===== src/design/sas_pkg.sv =====
package sas_pkg;

	localparam int unsigned VALUE_W = 32;
	localparam int unsigned COUNT_W = 7;

	typedef enum logic [1:0] {
		KIND_INSERT = 2'd0,
		KIND_DELETE = 2'd1,
		KIND_LOOKUP = 2'd2
	} kind_t;

	typedef enum logic [1:0] {
		ST_IDLE,
		ST_CMP,
		ST_UPD
	} state_t;

	typedef struct packed {
		logic cmp;
		logic ins;
		logic del;
	} cell_ctrl_t;

endpackage


===== src/design/sas_cell.sv =====
module sas_cell (
	input  logic                              clk,
	input  logic                              arst_n,
	input  sas_pkg::cell_ctrl_t               ctrl,
	input  logic signed [sas_pkg::VALUE_W-1:0] value,
	input  logic                              occ,
	input  logic        [sas_pkg::VALUE_W-1:0] left_entry,
	input  logic                              left_after,
	input  logic        [sas_pkg::VALUE_W-1:0] right_entry,
	output logic        [sas_pkg::VALUE_W-1:0] entry,
	output logic                              after,
	output logic                              match
);

	logic [sas_pkg::VALUE_W-1:0] entry_q;
	logic                        after_q;
	logic                        match_q;

	always_ff @(posedge clk or negedge arst_n) begin
		if (!arst_n) begin
			after_q <= 1'b0;
			match_q <= 1'b0;
		end else if (ctrl.cmp) begin
			after_q <= !occ || ($signed(entry_q) >= value);
			match_q <= occ && (entry_q == value);
		end
	end

	// A cell at or beyond the ceiling position takes part in the shift.
	always_ff @(posedge clk) begin
		if (ctrl.ins && after_q) begin
			entry_q <= left_after ? left_entry : value;
		end else if (ctrl.del && after_q) begin
			entry_q <= right_entry;
		end
	end

	assign entry = entry_q;
	assign after = after_q;
	assign match = match_q;

endmodule


===== config.mk =====
export PLATFORM = sky130hd
export DESIGN_NAME = sas_cell
export DESIGN_NICKNAME = d
export VERILOG_FILES = /design/src/design/sas_pkg.sv /design/src/design/sas_cell.sv
export SDC_FILE = /design/constraint.sdc
export NUM_CORES = 1
export LEC_CHECK = 0
export BUFFER_PORTS_ARGS = -buffer_cell sky130_fd_sc_hd__clkbuf_2
export CORE_MARGIN = 8
export CORE_UTILIZATION = 47
export CTS_BUF_LIST = sky130_fd_sc_hd__clkbuf_2
export CTS_CLUSTER_DIAMETER = 50
export CTS_CLUSTER_SIZE = 25
export DETAILED_ROUTE_END_ITERATION = 12
export MAX_ROUTING_LAYER = met4
export PLACE_DENSITY = 0.85
export SYNTH_ARGS = -nofsm -noshare
export SYNTH_HDL_FRONTEND = slang
export SYNTH_SLANG_ARGS = --single-unit

===== constraint.sdc =====
create_clock -name clk -period 2.5 [get_ports clk]
set_input_delay 0.25 -clock clk [delete_from_list [all_inputs] [get_ports clk]]
set_output_delay 0.25 -clock clk [all_outputs]
set_load 0.01 [all_outputs]

==> results of run 1 <==
## Yosys cell counts
cell type and n:
a21oi_1 47, buf_1 1, a2111oi_1 1, buf_2 3, inv_1 34, mux2i_1 32
ha_1 32, nor4_2 1, o21ai_0 4, a211oi_1 1, and3_1 1, o21a_1 1
nand3_1 4, nand2b_2 1, edfxtp_1 32, clkbuf_1 7, nor3b_2 1, nand2_1 9
dfrtp_1 2, a221o_1 1, nor2_1 35, a31oi_1 1, nand2_2 1, and2_1 1
o211ai_1 1, o22ai_1 1, a21o_1 2, nor4_1 1, nand4_1 5, nand4_2 1
nor2b_1 1, o31ai_1 1
## metal layers
| layer | global-route usage | routed length (um) | vias to the layer above |
|---|---|---|---|
| met1 | 0.186 | 2790 | 1098 |
| met4 | 0.0589 | 114 | 0 |
| met2 | 0.323 | 3700 | 102 |
| li1 | - | - | 1222 |
| met5 | - | 0 | - |
| met3 | 0.0496 | 625 | 12 |
## path summary, 6_finish.rpt
path | slack [ns] | from | to | cells after the start
setup / recovery | 0.46 | entry[30] | after | 7
max in group asynchronous | 2.16 | arst_n | match | 2
min in group asynchronous | 0.22 | arst_n | after | 2
hold / removal | 0.10 | ctrl[2] | match | 2
hold reg to reg | 0.55 | match | match | 2
setup reg to reg | 0.46 | entry[30] | after | 7
## cell type report
cell class,instances,area (um^2)
clock inverter,1,3.75
timing repair buffer,140,726
clock buffer,6,30.0
sequential,34,1010
multi-input combinational,187,1350
tap,70,87.6
inverter,34,128
fill,461,1810
## through the flow
stage	hold WS (ns)	power, mW	worst slack (ns)
2_1_floorplan	-0.0456	1.24	0.620
3_3_place_gp	0.0463	1.52	0.588
3_5_place_dp	0.0490	1.55	0.499
4_1_cts	0.0582	1.80	0.466
5_1_grt	0.0422	1.91	0.326
6_report	0.101	1.77	0.465
## registers in the layout, indices dropped and copies added, names as in the netlist
register  count
entry        32
after         1
match         1
## critical path: stages, from the launching register on
cell and delay [ns]:
edfxtp_1 0.43, ha_1 0.35, nand4_2 0.15, nor4_2 0.30
nor3b_2 0.28, o31ai_1 0.12, a21o_1 0.19, a31oi_1 0.15
## repair_timing
item,4_1_cts,5_1_grt
buffers inserted,0,0
hold buffers,1,0
gates resized for setup,0,0
endpoints found under the hold margin,2,0
endpoints found under the setup margin,0,0
## power by group through the flow
stage	combinational (mW)	clock, mW	sequential [mW]
2_1_floorplan	0.365	0	0.877
3_3_place_gp	0.687	0	0.828
3_5_place_dp	0.716	0	0.837
4_1_cts	0.722	0.251	0.824
5_1_grt	0.795	0.280	0.838
6_report	0.710	0.235	0.823
## cell families after synthesis
| group | synth area share |
|---|---|
| buffers and inverters | 0.0682 |
| DFF | 0.399 |
| and+or+nand+nor | 0.116 |
| muxes | 0.127 |
| adders and majority gates | 0.158 |
| AOI/OAI and AO/OA | 0.131 |
## layout by cell type, fill, tap and decap left out, types with 2 or more instances in the layout
cell type	n
clkbuf_2	142
a21oi_1	47
nor2_1	35
inv_1	34
mux2i_1	32
ha_1	32
edfxtp_1	32
nand2_1	9
nand4_1	5
o21ai_0	4
nand3_1	4
a21o_1	2
dfrtp_1	2
buf_4	2
==> results.yml, run 1 <==
yosys:
  synthesis.area_mm2: 0.00253
  synth.area.top_cells: "edfxtp_1 (38%), ha_1 (16%), mux2i_1 (13%)"
  yosysWarnings: 0
  syn-instance-count: 266
  syn_nets: 401
  synth_largest_area_cell: "edfxtp_1"
  ys_types: 32
  ys_seq_elements: 34
  syn_area_per_cell_um2: 9.52
  synth-seq-area-share: 0.399
  synth_top_area_frac: 0.380
cts:
  cts_inserted_buffers: 5
  clockRootBuffer: "clkbuf_2"
  clockBufferDepth: 2
  path_clk_slew_ns: 0.16
  clock_latency_ns: 0.36
  cts_tree: "built"
  cts-htree-levels: 2
  clkSinkCount: 34
cells_and_area:
  drive_gt1_frac: 0.376
  syn_to_final_growth_pct: 31.7
  final_nets: 537
  insertedDiodeCount: 0
  finish.utilization: 0.649
  final_cells: 472
  fin_area_mm2: 0.00333
setup_path:
  arrival_ns: 2.32
  cp-start-kind: "flip-flop"
  cp_max_fo: 3
  path_class: "flip-flop to flip-flop"
  crit_required_ns: 2.79
  crit_path_end_kind: "flip-flop"
power:
  p_clk_frac: 0.133
  p_int_mw: 1.13
  pwr-share-comb: 0.401
  ir_worst_vdd_v: 0.000283
  p_sw_frac: 0.358
  seq_power_share: 0.465
  power.leakage_nw: 1.77
  p_per_area_mw_per_mm2: 530
  switching_power_mw: 0.633
sta:
  slew_headroom: 0.628
  post-route-period-util: 0.814
  tns_ns: 0
  finalSetupViolations: 0
  worstMarginPinSlew_ns: 0.558
  drv_slew: 0
  finClkSkew_ns: 0.0152
  min_period_ns: 2.04
  hold_violations: 0
  rsz0062_at_grt: "no"
  fmax_mhz: 491
routing:
  drt-pass1-iter-count: 4
  route.detailed.drc: 0
  via_per_inst: 5.16
  detail-route-antenna-nets: 0
  drt-total-wl_um: 7230
  drt-initial-drc-count: 81
  num_vias: 2434
  wl_per_cell_um: 15.3
global_route:
  grt_pass1_wl_um: 10900
  gr-total-overflow: 0
  grt_antenna_before_repair: 0
  grt_max_degree: 35
  gr-usage-all-layers: 0.180
  first_global_vias: 2493
die:
  dieArea_mm2: 0.00799
  num_rows: 26
  initial_core_util: 0.492
  die_y_um: 89.4
  core_area_mm2: 0.00514
  pin_count: 137
  die_w_um: 89.4
place:
  port-buffer-count: 136
  dp_hpwl_um: 6210
  gp_congestion: 0.831
  placed_area_mm2: 0.00329
  placed_cells: 464
min_path:
  hp-class: "input port to flip-flop"
run:
  maxCapViolations: 0
status:
  status: "finished clean"
Note: power is estimated with default switching activity, not from simulation.
==> run 2: changes to the inputs <==
CORE_UTILIZATION = 42   (was 47)
PLACE_DENSITY = 0.8   (was 0.85)
clock period = 1.8 ns   (was 2.5 ns; I/O delays follow)
==> run 2 against run 1 <==
Compared with the run above: the run now ends with setup timing left; non-clock buffer count increased by 23; setup slack got worse by 0.64 ns; hold slack worse by 0.040 ns; clock power increased by 52%; combinational power is 65% higher; flip-flop and latch count unchanged; critical endpoint unchanged; highest routed layer unchanged.
==> results.yml, run 2 (synthesis results as in run 1) <==
cells_and_area:
  finish.utilization: 0.616
  layout_common_cells: "clkbuf_2 (142), a21oi_1 (47), nor2_1 (35)"
  final_cells: 501
  syn_to_final_growth_pct: 43.3
  largest_reg_flops: 32
  drive_gt1_frac: 0.427
  fin_area_mm2: 0.00363
  final_common_cell: "clkbuf_2"
  insertedDiodeCount: 0
  final_nets: 560
routing:
  drt-pass1-iter-count: 6
  num_vias: 2514
  wl_per_cell_um: 14.8
  drt-total-wl_um: 7420
  detail-route-antenna-nets: 0
  via_per_inst: 5.02
  route.detailed.drc: 0
  drt-initial-drc-count: 81
sta:
  fin_ws_ns: -0.176
  finalSetupViolations: 2
  slew_headroom: 0.761
  worstMarginPinSlew_ns: 0.359
  min_period_ns: 1.98
  drv_slew: 0
  finClkSkew_ns: 0.00932
  fmax_mhz: 506
  rsz0062_at_grt: "yes"
  hold_violations: 0
  post-route-period-util: 1.10
cts:
  clockRootBuffer: "clkbuf_2"
  path_clk_slew_ns: 0.18
  cts_inserted_buffers: 5
  cts-htree-levels: 2
  cts_tree: "built"
  clock_latency_ns: 0.37
  clockBufferDepth: 2
  clkSinkCount: 34
setup_path:
  cp_slowest_stage_delay_ns: 0.47
  reg2reg_slack_ns: -0.18
  cp_max_fo: 3
  cp-start-kind: "flip-flop"
  crit_required_ns: 2.10
  reg2reg_from: "entry[31]"
  path_class: "flip-flop to flip-flop"
  worstRegToRegCells: 7
  worstPathCellList: "ha_4 > nand4_4 > nor4_4 > nor3b_4 > o31ai_2 > a21o_1 > a31oi_1"
  reg2reg_to: "after"
  crit_path_end_kind: "flip-flop"
  arrival_ns: 2.28
  cpMaxStageDelayCell: "edfxtp_1"
place:
  placed_cells: 487
  port-buffer-count: 136
  dp_hpwl_um: 6060
  placed_area_mm2: 0.00347
  gp_congestion: 0.787
global_route:
  first_global_vias: 2639
  gr-usage-all-layers: 0.168
  gr-total-overflow: 0
  grt_pass1_wl_um: 11600
  grt_max_degree: 38
  grt_antenna_before_repair: 0
die:
  initial_core_util: 0.430
  dieArea_mm2: 0.00877
  num_rows: 28
  core_area_mm2: 0.00589
  die_y_um: 93.6
  die_w_um: 93.6
  pin_count: 137
power:
  power_mw: 2.67
  ir_worst_vdd_v: 0.000420
  p_int_mw: 1.71
  p_clk_frac: 0.134
  switching_power_mw: 0.962
  p_per_area_mw_per_mm2: 736
  p_sw_frac: 0.360
  pwr-share-comb: 0.437
  seq_power_share: 0.429
  power.leakage_nw: 1.90
min_path:
  min_from: "occ"
  hold_end: "match"
  hp-class: "input port to flip-flop"
  whs_path_depth: 3
status:
  status: "finished, violations left"
  violations: "setup timing"
run:
  maxCapViolations: 0
[run 2: area by class of cell]
class                      instances  area, um^2
tap                               75        93.8
timing repair buffer             163         913
inverter                          34         128
clock inverter                     2        8.76
clock buffer                       6        30.0
sequential                        34        1010
fill                             515        2260
multi-input combinational        187        1440
[run 2: how the worst max path moves through the flow]
stage,end,depth (start not counted),from,slack (ns)
3_5_place_dp,after,7,entry[31],-0.21
6_report,after,7,entry[31],-0.18
5_1_grt,after,7,entry[31],-0.28
2_1_floorplan,after,7,entry[30],-0.06
4_1_cts,after,7,entry[31],-0.19
3_3_place_gp,after,7,entry[30],-0.13
[run 2: worst max-delay path, delay by kind of cell (launching register included)]
kind                     cells  cell delay [ns]
AO/OA/AOI/OAI                3             0.45
adder cells (fa/ha/maj)      1             0.31
flip-flops                   1             0.47
AND/OR/NAND/NOR              3             0.67
[run 2: metal layers]
layer	wire length [um]	part of all wire	track usage	vias up
met1	3060	0.41	0.192	1137
met2	3790	0.51	0.287	99
met4	73	0.0098	0.0594	0
met5	0	0	-	-
met3	498	0.067	0.0313	6
li1	-	-	-	1272
[run 2: what timing repair did]
item,in CTS,in global routing
pin swaps,0,2
gates resized for setup,5,3
hold endpoints to repair,2,1
setup endpoints to repair,2,2
hold buffers,1,1
setup buffers,1,3
[run 2: stage by stage]
stage,setup WS (ns),TNS (ns),hold slack [ns]
6_report,-0.176,-0.201,0.0605
5_1_grt,-0.283,-0.410,0.0510
4_1_cts,-0.191,-0.229,0.0123
3_5_place_dp,-0.207,-0.268,-0.0301
3_3_place_gp,-0.130,-0.130,-0.0294
2_1_floorplan,-0.0574,-0.0574,-0.116
[run 2: power by group through the flow]
stage / registers, mW / logic, mW / clock network, mW
global route: 1.16 / 1.30 / 0.394
finish: 1.15 / 1.17 / 0.357
detailed placement: 1.16 / 1.11 / 0
CTS: 1.15 / 1.15 / 0.373
global placement: 1.15 / 1.07 / 0
floorplan: 1.22 / 0.516 / 0
==> run 3: changes to the inputs <==
PLACE_DENSITY = unset   (was 0.8)
PLACE_DENSITY_LB_ADDON = 0.15   (was unset)
clock period = 1.74 ns   (was 1.8 ns; I/O delays follow)
==> run 3 against run 2 <==
Compared with the run above: register-to-register slack worse by 0.03 ns; power up 2.1%; routed wire length down 4.8%; clock power up 5.9%; core utilization down 0.51 points; the run still ends with setup timing left; non-clock buffer count down 4; sequential share of layout area up 0.23 points; die area unchanged; clock skew up 0.0073 ns; combinational power about the same; cell count down 0.80%.
==> results.yml, run 3 (synthesis results as in run 1) <==
sta:
  rsz0062_at_grt: "yes"
  finalSetupViolations: 2
  fmax_mhz: 513
  post-route-period-util: 1.12
  min_period_ns: 1.95
  worstMarginPinSlew_ns: 0.447
  fin_ws_ns: -0.208
  hold_violations: 0
  drv_slew: 0
  slew_headroom: 0.699
  finClkSkew_ns: 0.0166
cells_and_area:
  fillers: 541
  final_nets: 556
  seqCellArea_mm2: 0.00101
  syn_to_final_growth_pct: 42.1
  insertedDiodeCount: 0
  multi_input_area_mm2: 0.00144
  fin_area_mm2: 0.00360
  drive_gt1_frac: 0.422
  largest_reg_flops: 32
  finish.utilization: 0.611
  layout_common_cells: "clkbuf_2 (142), a21oi_1 (47), nor2_1 (35)"
  final_common_cell: "clkbuf_2"
routing:
  drt-initial-drc-count: 80
  route.detailed.drc: 0
  num_vias: 2427
  wl_per_cell_um: 14.2
  drt-pass1-iter-count: 4
  via_per_inst: 4.88
  drt-total-wl_um: 7060
  detail-route-antenna-nets: 0
cts:
  cts_inserted_buffers: 5
  clkSinkCount: 34
  clockRootBuffer: "clkbuf_2"
  cts_tree: "built"
  clockBufferDepth: 2
  path_clk_slew_ns: 0.19
  clock_latency_ns: 0.39
  cts-htree-levels: 2
global_route:
  gr-total-overflow: 0
  grt_pass1_wl_um: 11300
  first_global_vias: 2534
  grt_max_degree: 65
  gr-usage-all-layers: 0.164
  grt_antenna_before_repair: 0
setup_path:
  cp_num_cells: 7
  worstRegToRegCells: 7
  worstPathCellList: "ha_1 > nand4_1 > nor4_4 > nor3b_4 > o31ai_2 > a21o_1 > a31oi_1"
  cp.buffers_inverters: 0
  path_class: "flip-flop to flip-flop"
  cp_slowest_stage_delay_ns: 0.44
  cp-start-kind: "flip-flop"
  arrival_ns: 2.28
  cp_max_fo: 2
  cpMaxStageDelayCell: "edfxtp_1"
  crit_path_end_kind: "flip-flop"
  path_delay_family: "simple AND/OR/NAND/NOR gates"
  crit_required_ns: 2.07
min_path:
  hp-class: "input port to flip-flop"
  whs_path_depth: 3
die:
  core_area_mm2: 0.00589
  pin_count: 137
  num_rows: 28
  die_w_um: 93.6
  initial_core_util: 0.430
  die_y_um: 93.6
  dieArea_mm2: 0.00877
power:
  p_int_mw: 1.75
  p_per_area_mw_per_mm2: 758
  ir_worst_vdd_v: 0.000384
  p_clk_frac: 0.139
  pwr-share-comb: 0.427
  seq_power_share: 0.434
  switching_power_mw: 0.978
  power.leakage_nw: 1.88
  p_sw_frac: 0.359
place:
  dp_hpwl_um: 5810
  gp_congestion: 0.757
  placed_area_mm2: 0.00345
  port-buffer-count: 136
  place_ws_ns: -0.252
run:
  maxCapViolations: 0
status:
  status: "finished, violations left"
  violations: "setup timing"
==> run 3: worst min-delay path: cells and delay by family <==
kind / cells / cell delay [ns]
AOI/OAI and AO/OA: 1 / 0.07
and+or+nand+nor: 1 / 0.08
buffers and inverters: 1 / 0.08
==> run 3: path summary, 6_finish.rpt <==
check | start | to | slack [ns]
min in group asynchronous | arst_n | match | 0.09
min reg2reg | match | match | 0.58
min | occ | match | 0.03
max in group asynchronous | arst_n | after | 1.55
max | entry[25] | after | -0.21
max reg2reg | entry[25] | after | -0.21
==> run 3: power groups by stage <==
| stage | Combinational [mW] | Sequential (mW) | Clock, mW |
|---|---|---|---|
| finish | 1.16 | 1.18 | 0.378 |
| global route | 1.31 | 1.20 | 0.418 |
| floorplan | 0.533 | 1.26 | 0 |
| global placement | 1.11 | 1.19 | 0 |
| CTS | 1.18 | 1.18 | 0.396 |
| detailed placement | 1.12 | 1.20 | 0 |
==> run 3: cell type report <==
cell class	instances	area share
clock buffer	6	0.00835
clock inverter	2	0.00244
inverter	34	0.0355
multi-input combinational	187	0.401
sequential	34	0.281
tap	75	0.0261
timing repair buffer	159	0.246
==> run 3: metal layers <==
layer  up-vias  track usage  share of wire
li1       1261            -              -
met1      1064        0.182           0.42
met2        90        0.281           0.49
met3        12       0.0433          0.074
met4         0       0.0502          0.016
met5         -            -              0
==> run 3: repair_timing <==
action	4_1_cts	5_1_grt
endpoints found under the setup margin	2	2
hold endpoints to repair	3	0
hold buffers	2	0
setup buffers	2	1
pin swaps	1	1
resized for setup	5	3
==> run 3: per-stage QoR <==
stage	cells	setup TNS (ns)	power (mW)	hold WS, ns
floorplan	266	-0.117	1.80	-0.122
global placement	484	-0.236	2.30	-0.0301
detailed placement	484	-0.387	2.33	-0.0283
CTS	496	-0.282	2.76	0.0163
global route	497	-0.470	2.94	0.0146
finish	497	-0.307	2.73	0.0335
